[src/sv/usl_pkg.sv]
// usl_pkg: shared sizes, codes and transaction types of the unordered set list table
// no dependencies; compile first

package usl_pkg;

	// list storage
	localparam int DEPTH   = 64;
	localparam int ADDR_W  = $clog2(DEPTH);
	localparam int CNT_W   = $clog2(DEPTH + 1);
	localparam int KEY_W   = 32;

	// capacity register and result count
	localparam int CAP_W       = 7;
	localparam int COUNT_OUT_W = 7;
	localparam int CMP_W       = (CNT_W > CAP_W) ? CNT_W : CAP_W;
	localparam logic [CAP_W-1:0] CAP_RESET = CAP_W'(64);

	// operation codes
	localparam logic [1:0] KIND_INSERT  = 2'd0;
	localparam logic [1:0] KIND_DELETE  = 2'd1;
	localparam logic [1:0] KIND_REVERSE = 2'd2;

	// status codes
	localparam logic [2:0] ST_DONE     = 3'd0;
	localparam logic [2:0] ST_PRESENT  = 3'd1;
	localparam logic [2:0] ST_NOTFOUND = 3'd2;
	localparam logic [2:0] ST_FULL     = 3'd3;
	localparam logic [2:0] ST_EMPTY    = 3'd4;

	typedef struct packed {
		logic [1:0]              kind;
		logic signed [KEY_W-1:0] value;
	} in_item_t;

	typedef struct packed {
		logic [2:0]             status;
		logic [COUNT_OUT_W-1:0] count_after;
	} out_item_t;

	// one write and one read request toward the entry memory
	typedef struct packed {
		logic              we;
		logic [ADDR_W-1:0] waddr;
		logic [KEY_W-1:0]  wdata;
		logic              re;
		logic [ADDR_W-1:0] raddr;
	} mem_req_t;

	typedef enum logic [2:0] {
		S_IDLE,
		S_SRCH,
		S_SHIFT,
		S_REV_HI,
		S_REV_WHI,
		S_REV_WLO
	} state_t;

endpackage

[src/sv/usl_ram.sv]
// usl_ram: generic simple dual-port ram, one write port, one registered read port
// no dependencies

module usl_ram #(
	parameter int WIDTH = 32,
	parameter int DEPTH = 64
) (
	input  logic                     clk,
	input  logic                     we,
	input  logic [$clog2(DEPTH)-1:0] waddr,
	input  logic [WIDTH-1:0]         wdata,
	input  logic                     re,
	input  logic [$clog2(DEPTH)-1:0] raddr,
	output logic [WIDTH-1:0]         rdata
);

	logic [WIDTH-1:0] mem_q [DEPTH];

	// write port
	always_ff @(posedge clk) begin
		if (we) begin
			mem_q[waddr] <= wdata;
		end
	end

	// read port, registered
	always_ff @(posedge clk) begin
		if (re) begin
			rdata <= mem_q[raddr];
		end
	end

endmodule

[src/sv/usl_seq.sv]
// usl_seq: operation sequencer, key count and result register of the set list
// depends on usl_pkg; drives the entry memory through a mem_req_t

module usl_seq (
	input  logic                         clk,
	input  logic                         arst_n,
	input  logic                         start,
	output logic                         busy,
	input  usl_pkg::in_item_t            cmd,
	input  logic [usl_pkg::CAP_W-1:0]    cap,
	output usl_pkg::mem_req_t            mem,
	input  logic [usl_pkg::KEY_W-1:0]    rdata,
	output logic                         done,
	output usl_pkg::out_item_t           result
);

	import usl_pkg::*;

	state_t            state_q, state_d;
	logic [1:0]        op_q, op_d;
	logic [KEY_W-1:0]  key_q, key_d;
	logic [KEY_W-1:0]  tmp_q, tmp_d;
	logic [CNT_W-1:0]  cnt_q, cnt_d;
	logic [CNT_W-1:0]  ptr_q, ptr_d;
	logic [ADDR_W-1:0] lo_q, lo_d;
	logic [ADDR_W-1:0] hi_q, hi_d;
	logic              pend_s1, pend_d;
	logic [ADDR_W-1:0] idx_s1, idx_d;
	logic              done_q, done_d;
	logic [2:0]        status_d;
	out_item_t         result_q;
	logic              full;
	logic              match;
	logic              more;
	logic [CMP_W-1:0]  cnt_ext;
	logic [CMP_W-1:0]  cnt_d_ext;

	assign busy   = (state_q != S_IDLE);
	assign done   = done_q;
	assign result = result_q;

	// full when the count reaches the capacity or the storage depth
	assign cnt_ext = CMP_W'(cnt_q);
	assign full    = (cnt_ext >= CMP_W'(cap)) || (cnt_q >= CNT_W'(DEPTH));

	// compare stage of the search walk
	assign match = pend_s1 && (rdata == key_q);
	// issue pointer still inside the occupied entries
	assign more  = (ptr_q < cnt_q);

	// next state, memory requests and result
	always_comb begin
		state_d  = state_q;
		op_d     = op_q;
		key_d    = key_q;
		tmp_d    = tmp_q;
		cnt_d    = cnt_q;
		ptr_d    = ptr_q;
		lo_d     = lo_q;
		hi_d     = hi_q;
		pend_d   = 1'b0;
		idx_d    = idx_s1;
		done_d   = 1'b0;
		status_d = ST_DONE;
		mem      = '0;
		unique case (state_q)
			S_IDLE: begin
				if (start) begin
					op_d  = cmd.kind;
					key_d = cmd.value;
					ptr_d = '0;
					unique case (cmd.kind)
						KIND_INSERT: begin
							if (full) begin
								done_d   = 1'b1;
								status_d = ST_FULL;
							end else begin
								state_d = S_SRCH;
							end
						end
						KIND_DELETE: begin
							if (cnt_q == '0) begin
								done_d   = 1'b1;
								status_d = ST_EMPTY;
							end else begin
								state_d = S_SRCH;
							end
						end
						KIND_REVERSE: begin
							if (cnt_q < CNT_W'(2)) begin
								done_d = 1'b1;
							end else begin
								mem.re    = 1'b1;
								mem.raddr = '0;
								lo_d      = '0;
								hi_d      = ADDR_W'(cnt_q - CNT_W'(1));
								state_d   = S_REV_HI;
							end
						end
						default: begin
							done_d = 1'b1;
						end
					endcase
				end
			end
			S_SRCH: begin
				// one read issued and one entry compared each cycle
				if (more) begin
					mem.re    = 1'b1;
					mem.raddr = ptr_q[ADDR_W-1:0];
					ptr_d     = ptr_q + CNT_W'(1);
					pend_d    = 1'b1;
					idx_d     = ptr_q[ADDR_W-1:0];
				end
				if (match) begin
					pend_d = 1'b0;
					if (op_q == KIND_INSERT) begin
						done_d   = 1'b1;
						status_d = ST_PRESENT;
						state_d  = S_IDLE;
					end else begin
						ptr_d   = CNT_W'(idx_s1) + CNT_W'(1);
						state_d = S_SHIFT;
					end
				end else if (!pend_s1 && !more) begin
					done_d  = 1'b1;
					state_d = S_IDLE;
					if (op_q == KIND_INSERT) begin
						mem.we    = 1'b1;
						mem.waddr = cnt_q[ADDR_W-1:0];
						mem.wdata = key_q;
						cnt_d     = cnt_q + CNT_W'(1);
					end else begin
						status_d = ST_NOTFOUND;
					end
				end
			end
			S_SHIFT: begin
				// read entry i+1, write it to i in the next cycle
				if (more) begin
					mem.re    = 1'b1;
					mem.raddr = ptr_q[ADDR_W-1:0];
					ptr_d     = ptr_q + CNT_W'(1);
					pend_d    = 1'b1;
					idx_d     = ptr_q[ADDR_W-1:0];
				end
				if (pend_s1) begin
					mem.we    = 1'b1;
					mem.waddr = idx_s1 - ADDR_W'(1);
					mem.wdata = rdata;
				end else if (!more) begin
					cnt_d   = cnt_q - CNT_W'(1);
					done_d  = 1'b1;
					state_d = S_IDLE;
				end
			end
			S_REV_HI: begin
				tmp_d     = rdata;
				mem.re    = 1'b1;
				mem.raddr = hi_q;
				state_d   = S_REV_WHI;
			end
			S_REV_WHI: begin
				mem.we    = 1'b1;
				mem.waddr = hi_q;
				mem.wdata = tmp_q;
				tmp_d     = rdata;
				state_d   = S_REV_WLO;
			end
			S_REV_WLO: begin
				mem.we    = 1'b1;
				mem.waddr = lo_q;
				mem.wdata = tmp_q;
				lo_d      = lo_q + ADDR_W'(1);
				hi_d      = hi_q - ADDR_W'(1);
				// next pair still apart: fetch its low entry now
				if (({1'b0, lo_q} + (ADDR_W+1)'(2)) < {1'b0, hi_q}) begin
					mem.re    = 1'b1;
					mem.raddr = lo_q + ADDR_W'(1);
					state_d   = S_REV_HI;
				end else begin
					done_d  = 1'b1;
					state_d = S_IDLE;
				end
			end
			default: begin
				state_d = S_IDLE;
			end
		endcase
	end

	assign cnt_d_ext = CMP_W'(cnt_d);

	// control registers
	always_ff @(posedge clk or negedge arst_n) begin
		if (!arst_n) begin
			state_q <= S_IDLE;
			cnt_q   <= '0;
			pend_s1 <= 1'b0;
			done_q  <= 1'b0;
		end else begin
			state_q <= state_d;
			cnt_q   <= cnt_d;
			pend_s1 <= pend_d;
			done_q  <= done_d;
		end
	end

	// operands, pointers and result payload
	always_ff @(posedge clk) begin
		op_q   <= op_d;
		key_q  <= key_d;
		tmp_q  <= tmp_d;
		ptr_q  <= ptr_d;
		lo_q   <= lo_d;
		hi_q   <= hi_d;
		idx_s1 <= idx_d;
		if (done_d) begin
			result_q.status      <= status_d;
			result_q.count_after <= cnt_d_ext[COUNT_OUT_W-1:0];
		end
	end

	// a read and a write never meet at one entry
	a_no_rw_same_entry: assert property (@(posedge clk) disable iff (!arst_n)
		(mem.we && mem.re) |-> (mem.waddr != mem.raddr))
		else $error("entry read and written in the same cycle");

	// count stays within the storage
	a_cnt_bound: assert property (@(posedge clk) disable iff (!arst_n)
		cnt_q <= CNT_W'(DEPTH))
		else $error("key count above depth");

	// an accepted transaction either finishes at once or keeps the block busy
	a_accept_progress: assert property (@(posedge clk) disable iff (!arst_n)
		(start && !busy) |=> (busy || done_q))
		else $error("accepted transaction left no trace");

	// memory is only written while an operation is under way
	a_write_busy: assert property (@(posedge clk) disable iff (!arst_n)
		mem.we |-> busy)
		else $error("memory write while idle");

endmodule

[src/sv/unordered_set_list_table_top.sv]
// unordered_set_list_table_top: set list of distinct keys with insert, delete, reverse
// depends on usl_pkg, usl_ram, usl_seq
//
// channel   signals                          transfer
// -------   -------------------------------  --------------------------------
// command   start, busy, cmd                 start high while busy low
// result    done, result                     done high for one cycle, no stall
// config    cfg_valid, cfg_ready, cfg_data   cfg_valid and cfg_ready high
//
// keys live in one DEPTH x 32 ram; a single read port sets the pace.
// insert: search walk over the stored keys, append if absent; full or kind three: done at once.
// delete: search up to the key, then one shift per later entry.
// reverse: swaps pairs from both ends inward, reading both entries, then writing each.
// reset clears the count and loads capacity 64; the ram needs no clearing.
// results cannot be stalled; the next command is taken in the cycle done shows.

module unordered_set_list_table_top (
	input  logic                      clk,
	input  logic                      arst_n,
	input  logic                      start,
	output logic                      busy,
	input  usl_pkg::in_item_t         cmd,
	output logic                      done,
	output usl_pkg::out_item_t        result,
	input  logic                      cfg_valid,
	output logic                      cfg_ready,
	input  logic [usl_pkg::CAP_W-1:0] cfg_data
);

	import usl_pkg::*;

	logic [CAP_W-1:0] cap_q;
	mem_req_t         mem;
	logic [KEY_W-1:0] rdata;

	// capacity register, always ready
	assign cfg_ready = 1'b1;

	always_ff @(posedge clk or negedge arst_n) begin
		if (!arst_n) begin
			cap_q <= CAP_RESET;
		end else if (cfg_valid && cfg_ready) begin
			cap_q <= cfg_data;
		end
	end

	// entry storage
	usl_ram #(
		.WIDTH(KEY_W),
		.DEPTH(DEPTH)
	) u_ram (
		.clk  (clk),
		.we   (mem.we),
		.waddr(mem.waddr),
		.wdata(mem.wdata),
		.re   (mem.re),
		.raddr(mem.raddr),
		.rdata(rdata)
	);

	// operation sequencer
	usl_seq u_seq (
		.clk   (clk),
		.arst_n(arst_n),
		.start (start),
		.busy  (busy),
		.cmd   (cmd),
		.cap   (cap_q),
		.mem   (mem),
		.rdata (rdata),
		.done  (done),
		.result(result)
	);

endmodule
[config.mk]
export PLATFORM = sky130hd
export DESIGN_NAME = unordered_set_list_table_top
export DESIGN_NICKNAME = d
export VERILOG_FILES = /design/src/sv/usl_pkg.sv /design/src/sv/usl_ram.sv /design/src/sv/usl_seq.sv /design/src/sv/unordered_set_list_table_top.sv
export SDC_FILE = /design/constraint.sdc
export NUM_CORES = 2
export LEC_CHECK = 0
export BUFFER_PORTS_ARGS = -buffer_cell sky130_fd_sc_hd__buf_2
export CORE_ASPECT_RATIO = 1.25
export CORE_MARGIN = 1.5
export CORE_UTILIZATION = 55
export CTS_CLUSTER_SIZE = 40
export DETAILED_ROUTE_END_ITERATION = 8
export PLACE_DENSITY = 0.71
export SLEW_MARGIN = 10
export SYNTH_ARGS = -nofsm -noshare
export SYNTH_HDL_FRONTEND = slang
export SYNTH_HIERARCHICAL = 1
export SYNTH_SLANG_ARGS = --single-unit
[constraint.sdc]
create_clock -name clk -period 7.5 [get_ports clk]
set_input_delay 0.75 -clock clk [delete_from_list [all_inputs] [get_ports clk]]
set_output_delay 0.75 -clock clk [all_outputs]
set_load 0.01 [all_outputs]
==> results.sh <==
export IMPL_synth_edf_count=2181
export IMPL_rsz0062_at_grt="no"
export IMPL_arrival_ns=7.38
export IMPL_syn_area_um2=85900
export IMPL_hold_viol=0
export IMPL_syn_inst=4148
export IMPL_final_common_cell="edfxtp_1"
export IMPL_grt_max_degree=102
export IMPL_ant_nets=0
export IMPL_tightestPinTransition_ns=1.29
export IMPL_yosys_register_bits=2200
export IMPL_crit_path_start_kind="flip-flop"
export IMPL_peakVddDrop_v=0.000454
export IMPL_post_synth_top_area_fraction=0.763
export IMPL_first_pass_iters=9
export IMPL_cap_viol_max_count=0
export IMPL_worst_setup_path_end_kind="flip-flop"
export IMPL_slew_viol_final=0
export IMPL_overflow=0
export IMPL_finClkSkew_ns=0.0514
export IMPL_core_area_um2=155000
export IMPL_switching_power_mw=14.4
export IMPL_max_freq_ghz=0.150
export IMPL_clk_latency_ns=0.86
export IMPL_violations="DRC"
export IMPL_internal_power_mw=26.2
export IMPL_cp_required_ns=8.20
export IMPL_fp_row_count=161
export IMPL_yosysTopAreaCell="edfxtp_1"
export IMPL_wl_per_cell_um=34.2
export IMPL_port_buffers=56
export IMPL_avgViaCountPerCell=6.75
export IMPL_powerDensity_nw_per_um2=424
export IMPL_post_synth_cell_area_avg_um2=20.7
export IMPL_r2r_start="u_seq/cnt_ext[1]$_DFF_PN0_"
export IMPL_synth_main_ff_cell="edfxtp_1"
export IMPL_gp_congestion=0.896
export IMPL_cp_startpoint="u_seq/cnt_ext[1]$_DFF_PN0_"
export IMPL_cp_max_fo=41
export IMPL_ys_types=75
export IMPL_setup_viol=0
export IMPL_dieHeight_um=445
export IMPL_hp_start="cmd[31]"
export IMPL_place_worst_setup_slack_ns=0.989
export IMPL_syn_nets=4226
export IMPL_ios=58
export IMPL_grt_pass1_vias=44000
export IMPL_clockBufferDepth=3
export IMPL_antenna_found_initial=17
export IMPL_cts_htree_levels=4
export IMPL_cts_root_buffer="clkbuf_16"
export IMPL_grt_pass1_wl_mm=320
export IMPL_die_area_um2=159000
export IMPL_hp_class="in2reg"
export IMPL_detail_route_iter0_violations=6311
export IMPL_swShare=0.354
export IMPL_mostFrequentLayoutCells="2181 x edfxtp_1, 446 x mux4_2, 202 x clkbuf_16"
export IMPL_post_dp_hpwl_mm=136
export IMPL_layout_min_cycle_time_ns=6.68
export IMPL_cts_resized=0
export IMPL_crit_type="reg2reg"
export IMPL_max_slew_margin=0.138
export IMPL_seqPwrFrac=0.396
export IMPL_grt_usage=0.287
export IMPL_drc=15
export IMPL_wirelength_mm=225
export IMPL_cts_setup_buffers=0
export IMPL_yosysWarnings=6
export IMPL_drive_gt1_frac=0.244
export IMPL_cts_tree="yes"
export IMPL_postSynth_asyncResetShare=0.00864
export IMPL_area_growth_pct=11.6
export IMPL_finalWorstSetupSlack_ns=0.823
export IMPL_ys_top_cells_by_area="edfxtp_1 76%, mux4_2 12%, mux2i_1 1.6%, a22oi_1 0.72%, nand2_1 0.54%"
export IMPL_vias=44300
export IMPL_status="finished, violations left"
export IMPL_clk_pin_slew_ns=0.06
export IMPL_clock_sinks=2200
export IMPL_numCtsBuffers=201
export IMPL_initial_core_util=0.556
export IMPL_pwr_share_clk=0.239
export IMPL_tns_ns=0
export IMPL_period_share=0.890
export IMPL_nets=4422
export IMPL_seq_area_frac_synth=0.768
export IMPL_chipWidth_um=356
export IMPL_p_comb_frac=0.364
export IMPL_leakage_nw=29.8
[kinds of logic after synthesis]
kind of cell	share of synthesized area
compound gates	0.0354
other cells	0.0000437
flops	0.768
mux	0.137
simple gates	0.0309
fa+ha+maj	0.00481
xor+xnor	0.00581
buf+inv	0.0180
[power by group through the flow]
| stage | Combinational (mW) | Clock, mW | Sequential (mW) |
|---|---|---|---|
| after global placement | 14.5 | 0 | 16.3 |
| final | 14.8 | 9.71 | 16.1 |
| after detailed placement | 14.6 | 0 | 16.3 |
| after global routing | 15.4 | 10.3 | 16.1 |
| after CTS | 14.7 | 9.81 | 16.1 |
| after floorplan | 9.38 | 0 | 16.1 |
[Yosys cell counts (33+ instances only)]
master	n
edfxtp_1	2181
mux4_2	446
mux2i_1	134
nand2_1	124
clkbuf_1	119
nor2_1	112
nand3_1	89
a22oi_1	82
inv_1	68
o22ai_1	68
o21ai_0	56
o221ai_1	53
nand4_1	52
buf_2	48
xnor2_1	41
ha_1	33
[what timing repair did]
action | in CTS | in global routing
endpoints found under the hold margin | 18 | 0
setup endpoints to repair | 0 | 0
hold buffers | 1 | 0
[final cells by class]
class                   count  area, um2
diodes                     13       32.5
clock inverters           125        950
clock buffers             246       5220
inverters                  69        265
flip-flops and latches   2200      66000
well taps                2037       2550
fillers                 10300      58700
repair buffers            233       1880
multi-input cells        1639      18900
[worst paths after layout]
| kind | endpoint | slack [ns] | cells after the start |
|---|---|---|---|
| worst max-delay path | u_ram/rdata[22]$_DFFE_PP_ | 0.82 | 15 |
| worst min-delay path | u_seq/key_q[31]$_DFFE_PP_ | 0.08 | 1 |
| worst max register to register | u_ram/rdata[22]$_DFFE_PP_ | 0.82 | 15 |
| worst min register to register | u_seq/tmp_q[19]$_DFFE_PP_ | 0.50 | 0 |
| max in group asynchronous | cap_q[6]$_DFFE_PN1P_ | 6.75 | 2 |
| min in group asynchronous | u_seq/cnt_ext[0]$_DFF_PN0_ | 0.38 | 2 |
[critical path, stage by stage, from the launching register on]
cell      delay (ns)
dfrtp_1         0.52
inv_1           0.18
ha_1            0.30
a211o_1         0.29
a211oi_4        0.60
o21ai_0         0.48
inv_1           0.41
nand2_1         0.15
nand2_4         0.66
buf_12          0.36
buf_4           0.33
buf_4           0.33
mux4_2          0.25
o221ai_1        0.22
o22ai_1         1.05
and3_1          0.29
[per-layer routing]
| layer | share of wire | vias up | GRT usage |
|---|---|---|---|
| li1 | - | 17800 | - |
| met1 | 0.36 | 23200 | 0.379 |
| met2 | 0.48 | 2761 | 0.452 |
| met3 | 0.11 | 502 | 0.0650 |
| met4 | 0.054 | 4 | 0.147 |
| met5 | 0.00012 | - | 0 |
[sequential cells by signal (all words and copies together), names as in the netlist, 2 cells and up]
name and flops:
cap_q 7, u_ram/mem_q 2048, u_ram/rdata 32, u_seq/cnt_ext 7, u_seq/hi_q 6, u_seq/idx_s1 6, u_seq/key_q 32, u_seq/lo_q 6
u_seq/op_q 2, u_seq/ptr_q 7, u_seq/result 10, u_seq/state_q 3, u_seq/tmp_q 32
[metrics by stage]
| step | cells | hold slack [ns] | utilization | power, mW | cell area, um2 |
|---|---|---|---|---|---|
| after floorplan | 4148 | 0.451 | - | 25.5 | 85900 |
| after global placement | 6176 | 0.482 | 0.580 | 30.8 | 89600 |
| after detailed placement | 6177 | 0.490 | 0.580 | 31.0 | 89600 |
| after CTS | 6549 | 0.0237 | 0.620 | 40.6 | 95800 |
| after global routing | 6560 | 0.0465 | 0.620 | 41.8 | 95800 |
| final | 6562 | 0.0824 | 0.620 | 40.6 | 95800 |
(Power assumes the default switching activity.)
